**src/sv/svssm_pkg.sv**
```systemverilog
// Shared types, constants and helper functions for the stepped value display driver.
package svssm_pkg;

  typedef enum logic [1:0] {
    FUNC_TICK = 2'd0,
    FUNC_UP   = 2'd1,
    FUNC_DOWN = 2'd2,
    FUNC_LOAD = 2'd3
  } func_t;

  localparam logic [1:0] CFG_IDX_MUX_PERIOD = 2'd0;
  localparam logic [1:0] CFG_IDX_VALUE_MAX  = 2'd1;
  localparam logic [1:0] CFG_IDX_VALUE_MIN  = 2'd2;

  localparam logic [6:0] MUX_PERIOD_RST = 7'd1;
  localparam logic [7:0] VALUE_MAX_RST  = 8'd40;
  localparam logic [7:0] VALUE_MIN_RST  = 8'd1;

  localparam logic [1:0] DIGIT_OFF   = 2'b00;
  localparam logic [1:0] DIGIT_TENS  = 2'b01;
  localparam logic [1:0] DIGIT_UNITS = 2'b10;

  typedef struct packed {
    func_t      func;
    logic [7:0] load_value;
    logic       hold;
  } item_t;

  typedef struct packed {
    logic       display_valid;
    logic [6:0] segments;
    logic [1:0] digit_enable;
    logic       decimal_point;
    logic       value_changed;
    logic [7:0] new_value;
  } result_t;

  // Segment patterns a..g in bits 0..6 for the decimal digits.
  function automatic logic [6:0] seg_pattern(input logic [3:0] digit);
    logic [6:0] pat;
    case (digit)
      4'd0:    pat = 7'h3F;
      4'd1:    pat = 7'h06;
      4'd2:    pat = 7'h5B;
      4'd3:    pat = 7'h4F;
      4'd4:    pat = 7'h66;
      4'd5:    pat = 7'h6D;
      4'd6:    pat = 7'h7D;
      4'd7:    pat = 7'h07;
      4'd8:    pat = 7'h7F;
      4'd9:    pat = 7'h6F;
      default: pat = 7'h00;
    endcase
    return pat;
  endfunction

  // Quotient by ten for an 8-bit value, by reciprocal multiply (exact for every 8-bit input).
  function automatic logic [4:0] div10(input logic [7:0] v);
    logic [15:0] prod;
    prod = {8'd0, v} * 16'd205;
    return prod[15:11];
  endfunction

endpackage

```
**src/sv/svssm_in_stage.sv**
```systemverilog
// Input register stage that holds one accepted transaction for the core.
module svssm_in_stage (
  input  logic              clk,
  input  logic              rst_n,
  input  logic              in_valid,
  output logic              in_ready,
  input  svssm_pkg::item_t  in_item,
  output logic              s1_valid,
  output svssm_pkg::item_t  s1_item,
  input  logic              s1_fire
);

  logic             valid_r;
  logic             valid_nxt;
  svssm_pkg::item_t item_r;

  assign in_ready = !valid_r || s1_fire;

  always_comb begin
    valid_nxt = valid_r;
    if (in_ready) begin
      valid_nxt = in_valid;
    end
  end

  always_ff @(posedge clk) begin
    if (!rst_n) begin
      valid_r <= 1'b0;
    end else begin
      valid_r <= valid_nxt;
    end
  end

  always_ff @(posedge clk) begin
    if (in_ready && in_valid) begin
      item_r <= in_item;
    end
  end

  assign s1_valid = valid_r;
  assign s1_item  = item_r;

endmodule

```
**src/sv/svssm_core.sv**
```systemverilog
// Value and tick state, configuration registers and the result logic.
module svssm_core (
  input  logic               clk,
  input  logic               rst_n,
  input  logic               cfg_wr,
  input  logic [1:0]         cfg_index,
  input  logic [7:0]         cfg_data,
  input  svssm_pkg::item_t   s1_item,
  input  logic               s1_valid,
  input  logic               s1_fire,
  output logic               has_result,
  output svssm_pkg::result_t result
);

  logic [6:0] mux_period_r;
  logic [7:0] value_max_r;
  logic [7:0] value_min_r;
  logic [7:0] current_value_r;
  logic [7:0] current_value_nxt;
  logic [7:0] tick_count_r;
  logic [7:0] tick_count_nxt;

  logic [7:0] stepped;
  logic [7:0] clamped;
  logic [7:0] twice;
  logic [8:0] tick_inc;
  logic [4:0] quot;
  logic [7:0] rem;
  logic [4:0] tens_wide;
  logic [3:0] tens;
  logic [3:0] units;
  logic       tens_hit;
  logic       units_hit;

  always_ff @(posedge clk) begin
    if (!rst_n) begin
      mux_period_r <= svssm_pkg::MUX_PERIOD_RST;
      value_max_r  <= svssm_pkg::VALUE_MAX_RST;
      value_min_r  <= svssm_pkg::VALUE_MIN_RST;
    end else if (cfg_wr) begin
      case (cfg_index)
        svssm_pkg::CFG_IDX_MUX_PERIOD: mux_period_r <= cfg_data[6:0];
        svssm_pkg::CFG_IDX_VALUE_MAX:  value_max_r  <= cfg_data;
        svssm_pkg::CFG_IDX_VALUE_MIN:  value_min_r  <= cfg_data;
        default: ;
      endcase
    end
  end

  always_comb begin
    quot      = svssm_pkg::div10(current_value_r);
    rem       = current_value_r - ({3'd0, quot} * 8'd10);
    units     = rem[3:0];
    if (quot >= 5'd20) begin
      tens_wide = quot - 5'd20;
    end else if (quot >= 5'd10) begin
      tens_wide = quot - 5'd10;
    end else begin
      tens_wide = quot;
    end
    tens = tens_wide[3:0];

    twice     = {mux_period_r, 1'b0};
    tens_hit  = (tick_count_r == {1'b0, mux_period_r});
    units_hit = (tick_count_r == twice);
    tick_inc  = {1'b0, tick_count_r} + 9'd1;

    if (s1_item.func == svssm_pkg::FUNC_UP) begin
      stepped = current_value_r + 8'd1;
    end else begin
      stepped = current_value_r - 8'd1;
    end
    clamped = (stepped > value_max_r) ? value_max_r : stepped;
    clamped = (clamped < value_min_r) ? value_min_r : clamped;

    result            = '0;
    has_result        = 1'b0;
    current_value_nxt = current_value_r;
    tick_count_nxt    = tick_count_r;

    case (s1_item.func)
      svssm_pkg::FUNC_UP, svssm_pkg::FUNC_DOWN: begin
        current_value_nxt    = clamped;
        has_result           = 1'b1;
        result.value_changed = 1'b1;
        result.new_value     = clamped;
      end
      svssm_pkg::FUNC_LOAD: begin
        current_value_nxt = s1_item.load_value;
      end
      default: begin
        if (units_hit) begin
          has_result           = 1'b1;
          result.display_valid = 1'b1;
          result.segments      = svssm_pkg::seg_pattern(units);
          result.digit_enable  = svssm_pkg::DIGIT_UNITS;
          result.decimal_point = s1_item.hold;
        end else if (tens_hit) begin
          has_result           = 1'b1;
          result.display_valid = 1'b1;
          result.segments      = svssm_pkg::seg_pattern(tens);
          result.digit_enable  = (tens != 4'd0) ? svssm_pkg::DIGIT_TENS
                                                : svssm_pkg::DIGIT_OFF;
        end
        tick_count_nxt = (tick_inc > {1'b0, twice}) ? 8'd0 : tick_inc[7:0];
      end
    endcase
  end

  always_ff @(posedge clk) begin
    if (!rst_n) begin
      current_value_r <= 8'd0;
      tick_count_r    <= 8'd0;
    end else if (s1_fire) begin
      current_value_r <= current_value_nxt;
      tick_count_r    <= tick_count_nxt;
    end
  end

  a_step_clamped: assert property (@(posedge clk) disable iff (!rst_n)
    (s1_fire && (s1_item.func == svssm_pkg::FUNC_UP || s1_item.func == svssm_pkg::FUNC_DOWN)
     && value_min_r <= value_max_r)
    |=> (current_value_r >= $past(value_min_r) && current_value_r <= $past(value_max_r)))
    else $error("stepped value outside clamp limits");

  a_load_stored: assert property (@(posedge clk) disable iff (!rst_n)
    (s1_fire && s1_item.func == svssm_pkg::FUNC_LOAD)
    |=> (current_value_r == $past(s1_item.load_value)))
    else $error("load transaction did not store its value");

  a_result_kinds: assert property (@(posedge clk) disable iff (!rst_n)
    (s1_valid && has_result) |-> (result.display_valid != result.value_changed))
    else $error("result is neither or both of display and step");

  a_point_units: assert property (@(posedge clk) disable iff (!rst_n)
    (s1_valid && result.decimal_point) |-> (result.digit_enable == svssm_pkg::DIGIT_UNITS))
    else $error("decimal point lit outside the units phase");

endmodule

```
**src/sv/svssm_out_stage.sv**
```systemverilog
// Output register that holds one result transaction until the receiver takes it.
module svssm_out_stage (
  input  logic               clk,
  input  logic               rst_n,
  input  logic               res_load,
  input  svssm_pkg::result_t res_in,
  output logic               can_take,
  output logic               out_valid,
  input  logic               out_ready,
  output svssm_pkg::result_t out_res
);

  logic               valid_r;
  logic               valid_nxt;
  svssm_pkg::result_t res_r;

  assign can_take = !valid_r || out_ready;

  always_comb begin
    valid_nxt = valid_r;
    if (res_load) begin
      valid_nxt = 1'b1;
    end else if (out_ready) begin
      valid_nxt = 1'b0;
    end
  end

  always_ff @(posedge clk) begin
    if (!rst_n) begin
      valid_r <= 1'b0;
    end else begin
      valid_r <= valid_nxt;
    end
  end

  always_ff @(posedge clk) begin
    if (res_load) begin
      res_r <= res_in;
    end
  end

  assign out_valid = valid_r;
  assign out_res   = res_r;

endmodule

```
**src/sv/stepped_value_seven_segment_mux_top.sv**
```systemverilog
// Top level of the stepped value two-digit multiplexed seven-segment driver.
// The input stream carries one command per transaction: in_tuser holds the
// function (tick, step up, step down, load) and in_tdata the load value and
// the hold flag. A step transaction yields one result reporting the clamped
// value; a tick transaction yields a display result only when the tick count
// reaches the tens or the units phase; a load yields nothing.
// Results leave on the out stream; out_tuser tells display results from
// step results. The cfg channel writes mux_period, value_max and value_min
// and is always ready; write it only while no transaction is in flight.
// A transaction accepted into the input register is processed by the
// compute stage, and its result is registered and shows on out_tvalid.
// Unless the receiver stalls, the block takes one transaction every cycle,
// set by the input register, the compute stage and the output register.
// Reset clears the value and the tick count and restores the register
// defaults. When the receiver stalls, the result waits in the output
// register; the next transaction is still taken when it makes no result,
// and one more is buffered in the input register otherwise.
module stepped_value_seven_segment_mux_top (
  input  logic        clk,
  input  logic        rst_n,
  input  logic        in_tvalid,
  output logic        in_tready,
  input  logic [15:0] in_tdata,   // load_value[7:0], hold[8], zero fill
  input  logic [1:0]  in_tuser,   // func[1:0]
  output logic        out_tvalid,
  input  logic        out_tready,
  output logic [23:0] out_tdata,  // segments[6:0], digit_enable[8:7],
                                  // decimal_point[9], new_value[17:10], zero fill
  output logic [1:0]  out_tuser,  // display_valid[0], value_changed[1]
  input  logic        cfg_valid,
  output logic        cfg_ready,
  input  logic [1:0]  cfg_index,
  input  logic [7:0]  cfg_data
);

  svssm_pkg::item_t   in_item;
  svssm_pkg::item_t   s1_item;
  svssm_pkg::result_t core_res;
  svssm_pkg::result_t out_res;
  logic               s1_valid;
  logic               s1_fire;
  logic               has_result;
  logic               can_take;

  assign in_item.func       = svssm_pkg::func_t'(in_tuser);
  assign in_item.load_value = in_tdata[7:0];
  assign in_item.hold       = in_tdata[8];

  assign cfg_ready = 1'b1;
  assign s1_fire   = s1_valid && (!has_result || can_take);

  svssm_in_stage u_in_stage (
    .clk      (clk),
    .rst_n    (rst_n),
    .in_valid (in_tvalid),
    .in_ready (in_tready),
    .in_item  (in_item),
    .s1_valid (s1_valid),
    .s1_item  (s1_item),
    .s1_fire  (s1_fire)
  );

  svssm_core u_core (
    .clk        (clk),
    .rst_n      (rst_n),
    .cfg_wr     (cfg_valid && cfg_ready),
    .cfg_index  (cfg_index),
    .cfg_data   (cfg_data),
    .s1_item    (s1_item),
    .s1_valid   (s1_valid),
    .s1_fire    (s1_fire),
    .has_result (has_result),
    .result     (core_res)
  );

  svssm_out_stage u_out_stage (
    .clk       (clk),
    .rst_n     (rst_n),
    .res_load  (s1_fire && has_result),
    .res_in    (core_res),
    .can_take  (can_take),
    .out_valid (out_tvalid),
    .out_ready (out_tready),
    .out_res   (out_res)
  );

  assign out_tdata = {6'd0, out_res.new_value, out_res.decimal_point,
                      out_res.digit_enable, out_res.segments};
  assign out_tuser = {out_res.value_changed, out_res.display_valid};

endmodule

```
**config.mk**
```make
export PLATFORM = sky130hd
export DESIGN_NAME = stepped_value_seven_segment_mux_top
export DESIGN_NICKNAME = d
export VERILOG_FILES = /design/src/sv/svssm_pkg.sv /design/src/sv/svssm_in_stage.sv /design/src/sv/svssm_core.sv /design/src/sv/svssm_out_stage.sv /design/src/sv/stepped_value_seven_segment_mux_top.sv
export SDC_FILE = /design/constraint.sdc
export NUM_CORES = 1
export LEC_CHECK = 0
export CORE_ASPECT_RATIO = 0.6
export CORE_MARGIN = 5
export CORE_UTILIZATION = 50
export CTS_CLUSTER_DIAMETER = 150
export DETAILED_ROUTE_END_ITERATION = 10
export DONT_BUFFER_PORTS = 1
export GPL_TIMING_DRIVEN = 0
export PLACE_DENSITY = 0.63
export SLEW_MARGIN = 20
export SYNTH_ARGS = -nofsm -noshare
export SYNTH_HDL_FRONTEND = slang
export SYNTH_SLANG_ARGS = --single-unit
```
**constraint.sdc**
```tcl
create_clock -name clk -period 13.74 [get_ports clk]
set_input_delay 2.748 -clock clk [delete_from_list [all_inputs] [get_ports clk]]
set_output_delay 2.748 -clock clk [all_outputs]
set_load 0.05 [all_outputs]
```
==> results by stage <==
Critical path:
- The maximum fanout along the worst path is 9.
- For this run, the slowest stage of the critical path takes 0.67 ns.
- Traced cell by cell, the critical path runs through inv_1 > ha_1 > inv_1 > ha_1 > a21o_1 > a21oi_1 > nand2b_1 > a21boi_0 > o41ai_1 > xnor2_1 > ha_1 > nand4_1 > o21bai_1 > a21oi_1 > mux2_2 > ha_1 > a21o_1 > a21o_1 > a221oi_1 > nand3_1 > o21a_1 > buf_2 > mux2i_1 > nor2_1.
- The critical path is of the reg -> reg type.
- The cell type group with the largest total delay on the critical path is compound AO/OA/AOI/OAI gates.
- The data arrival time at the worst-slack endpoint is 6.57 ns.
- The number of buffers and inverters on the critical path is 3.
- For this design, the slowest cell found on the critical path is sky130_fd_sc_hd__a21oi_1.
- STA classifies the critical path startpoint as a flip-flop.
- The required time reported for the critical path endpoint is 13.81 ns.
- The cell type with the highest occurrence count on the critical path is sky130_fd_sc_hd__ha_1.
- The kind of capture point of the worst setup path is a flip-flop.

CTS:
- The tree is rooted in a sky130_fd_sc_hd__clkbuf_16.
- CTS built an H-tree with a depth of 3.
- The number of gates resized after CTS is 0.
- After clock tree synthesis, the clock-pin slew on the worst setup and hold paths is 0.06 ns.
- The CTS buffer count is 9.
- The post-CTS setup repair buffer count is 0.
- TritonCTS built the clock tree.
- The clock network latency to the later pin of the worst-skew pair is 0.34 ns.
- After clock tree synthesis, the flow added hold-fix buffers numbering 0.
- The number of clock sinks seen by CTS is 72.
- The maximum buffer depth of the clock tree is 2.

Timing:
- The count of final hold-check violations came to 0.
- Setup repair after global routing left no endpoint under its margin.
- The final max-slew violation count was 0.
- The actual slew at the worst max-slew pin is 0.858 ns.
- The maximum clock rate is 154 MHz.
- The worst path needs 6.50 ns of the cycle, external delays included.
- Between clock sinks in the finished design, the worst skew comes to 0.00862 ns.
- Setup violations remaining at the end of the flow were counted as 0.
- In this run the tightest slew margin relative to its limit is 0.428.
- The final setup TNS is 0 ns.
- Dividing the final minimum period by the clock period gives 0.473.

Global routing:
- Across every metal layer, demand over resource in global routing totals 0.207.
- The overflow left after global routing is 0.
- The via count of the first global-routing pass came to 4571.
- The initial antenna violation count came to 1.
- Entering global routing, the biggest net connects 21 pins.
- The first global-routing pass estimated 23300 µm of wire.

Routing:
- For this run, design rule violations remaining after detail routing come to 0.
- The via-per-instance ratio is 5.51.
- The routed design uses 5740 µm of met2 wire.
- Wires add up to 14100 µm.
- The remaining number of nets flagged by the antenna check after routing is 0.
- The met3 routed wirelength is 819 µm.
- The uppermost metal layer occupied by signal nets is met5.
- After the first detailed-routing iteration, the DRC count stood at 241.
- The via count is 4554.
- The detailed-routing iteration count for the pre-antenna-repair pass is 5.
- The detailed router put a total of 7430 µm of wire on met1.
- Dividing the detail-routed wire length by the instance count gives 17.0 µm.

Place:
- At the end of routability-driven placement, the weighted congestion stood at 0.905.
- The count of input and output buffers is 0.
- Detailed placement finished with a half-perimeter wire length of 11300 µm.
- The placed standard-cell area is 6240 µm².
- After detailed placement, the design holds a cell count of 811.

Synthesis:
- Dividing the synthesized area by the synthesized cell count gives 9.37 µm².
- The synthesized design spends more area on one cell type than any other, namely sky130_fd_sc_hd__ha_1.
- The register bit total from synthesis is 72.
- Ranked by total cell area, the synthesized netlist is headed by sky130_fd_sc_hd__ha_1, sky130_fd_sc_hd__edfxtp_1, sky130_fd_sc_hd__dfxtp_1.
- Of the post-synthesis cell area, the dominant cell type holds 0.185.
- The cell count after synthesis came out at 641.
- The proportion of synthesized chip area in sequential cells is 0.292.
- The async set-or-reset flop fraction in the synthesized netlist is 0.
- The leading register cell type out of synthesis is sky130_fd_sc_hd__dfxtp_1.
- During synthesis, Yosys emitted a total of 0 warnings.
- In this run, synthesis inferred 31 flip-flops with an integrated enable.
- After synthesis the cells add up to 6010 µm².
- After synthesis, the netlist uses 73 different library cells.

Run status:
- The flow ran to the end, and the final reports show no timing, DRC or antenna violations.

Floorplan:
- The area of the core is 11900 µm².
- The initial core utilization is 0.505.
- The floorplan has 31 rows.
- The die is 152 µm wide.
- The top-level I/O count is 62.
- The die is 94.9 µm tall.
- The floorplan die area is 14400 µm².

Power:
- Power spread over the standard cell area amounts to 133 nW/µm².
- The leakage power figure is 3.03 nW.
- The worst-case vdd ir drop is 0.0600 mV.

Cells and area:
- The net count of the finished layout is 790.
- Leaving out fill and tap cells, the most frequent cell in the layout is sky130_fd_sc_hd__ha_1.
- The finished cells cover 6560 µm².
- The proportion of layout cells with a drive suffix above 1 is 0.0876.
- 0 antenna diodes ended up in the layout.
- Excluding fillers, the count of instances in the completed layout stands at 827.
- In the layout the commonest cells are sky130_fd_sc_hd__ha_1, sky130_fd_sc_hd__inv_1, sky130_fd_sc_hd__nor2_1, sky130_fd_sc_hd__dfxtp_1, sky130_fd_sc_hd__a21oi_1.
- Compared with the post-synthesis result, the final layout area differs by 9.23%.
- The share of the core filled with cells in the final layout is 0.551.

Run:
- Max-cap violations in this run came to 0.

Hold path:
- The path class of the tightest hold or removal check is reg -> reg.
per-layer routing:
| metal | GRT usage | vias up |
|---|---|---|
| li1 | - | 2296 |
| met1 | 0.310 | 2140 |
| met2 | 0.306 | 105 |
| met3 | 0.0528 | 11 |
| met4 | 0.0314 | 2 |
| met5 | 0 | - |
sequential cells by signal, indices dropped and copies added, names as in the netlist:
name / flops
u_core.current_value_r: 8
u_core.mux_period_r: 7
u_core.tick_count_r: 8
u_core.value_max_r: 8
u_core.value_min_r: 8
u_in_stage.s1_item: 11
u_in_stage.s1_valid: 1
u_out_stage.out_res: 20
u_out_stage.out_valid: 1
metrics by stage:
stage	power [mW]	hold slack, ns	setup WS (ns)
finish	0.876	0.522	7.24
global route	0.940	0.562	6.80
CTS	0.878	0.524	7.27
detailed placement	0.620	0.512	7.31
global placement	0.609	0.480	7.41
floorplan	0.540	0.463	7.75
path summary, 6_finish.rpt:
path / from / end / slack (ns) / cells after the start
worst min register to register: u_core.value_max_r[1] / u_core.value_max_r[1] / 0.52 / 2
worst max-delay path: u_in_stage.s1_item[10] / u_out_stage.out_res[3] / 7.24 / 24
worst max register to register: u_in_stage.s1_item[10] / u_out_stage.out_res[3] / 7.24 / 24
worst min-delay path: u_core.value_max_r[1] / u_core.value_max_r[1] / 0.52 / 2
logic make-up after synthesis:
family / after synthesis / share of synthesized area
AND/OR/NAND/NOR: 173 / 0.147
AO/OA/AOI/OAI: 137 / 0.156
adder cells (fa/ha/maj): 100 / 0.222
buffers and inverters: 87 / 0.0604
flip-flops: 72 / 0.292
XOR/XNOR: 37 / 0.0652
multiplexers: 33 / 0.0569
other: 2 / 0.00125
power by group:
part           switching [mW]  internal [mW]
combinational           0.209          0.154
sequential             0.0216          0.237
clock                  0.0943          0.160
Yosys cell counts (all sizes together), types with 10 or more instances:
master  instances
dfxtp          41
xnor2          18
nand3b         12
ha             89
xor2           16
nor2b          13
a21oi          43
inv            59
buf            10
nand2          29
edfxtp         31
clkbuf         17
o21ai          23
fa             11
o21a           12
nor2           58
nor3           11
mux2i          24
area by class of cell:
class	count	area, µm²
multi-input combinational	487	3920
clock buffer	10	229
fill	1090	5350
clock inverter	6	92.6
tap	165	206
inverter	60	225
buffer	27	138
sequential	72	1750
worst register-to-register path: stages (launching register included):
cell and delay, ns:
sky130_fd_sc_hd__edfxtp_1 0.44, sky130_fd_sc_hd__inv_1 0.12, sky130_fd_sc_hd__ha_1 0.33, sky130_fd_sc_hd__inv_1 0.21, sky130_fd_sc_hd__ha_1 0.32, sky130_fd_sc_hd__a21o_1 0.19, sky130_fd_sc_hd__a21oi_1 0.20, sky130_fd_sc_hd__nand2b_1 0.14
sky130_fd_sc_hd__a21boi_0 0.11, sky130_fd_sc_hd__o41ai_1 0.33, sky130_fd_sc_hd__xnor2_1 0.15, sky130_fd_sc_hd__ha_1 0.32, sky130_fd_sc_hd__nand4_1 0.11, sky130_fd_sc_hd__o21bai_1 0.17, sky130_fd_sc_hd__a21oi_1 0.67, sky130_fd_sc_hd__mux2_2 0.43
sky130_fd_sc_hd__ha_1 0.29, sky130_fd_sc_hd__a21o_1 0.18, sky130_fd_sc_hd__a21o_1 0.17, sky130_fd_sc_hd__a221oi_1 0.41, sky130_fd_sc_hd__nand3_1 0.14, sky130_fd_sc_hd__o21a_1 0.19, sky130_fd_sc_hd__buf_2 0.20, sky130_fd_sc_hd__mux2i_1 0.36
sky130_fd_sc_hd__nor2_1 0.08
Note: power is estimated with default switching activity, not from simulation.
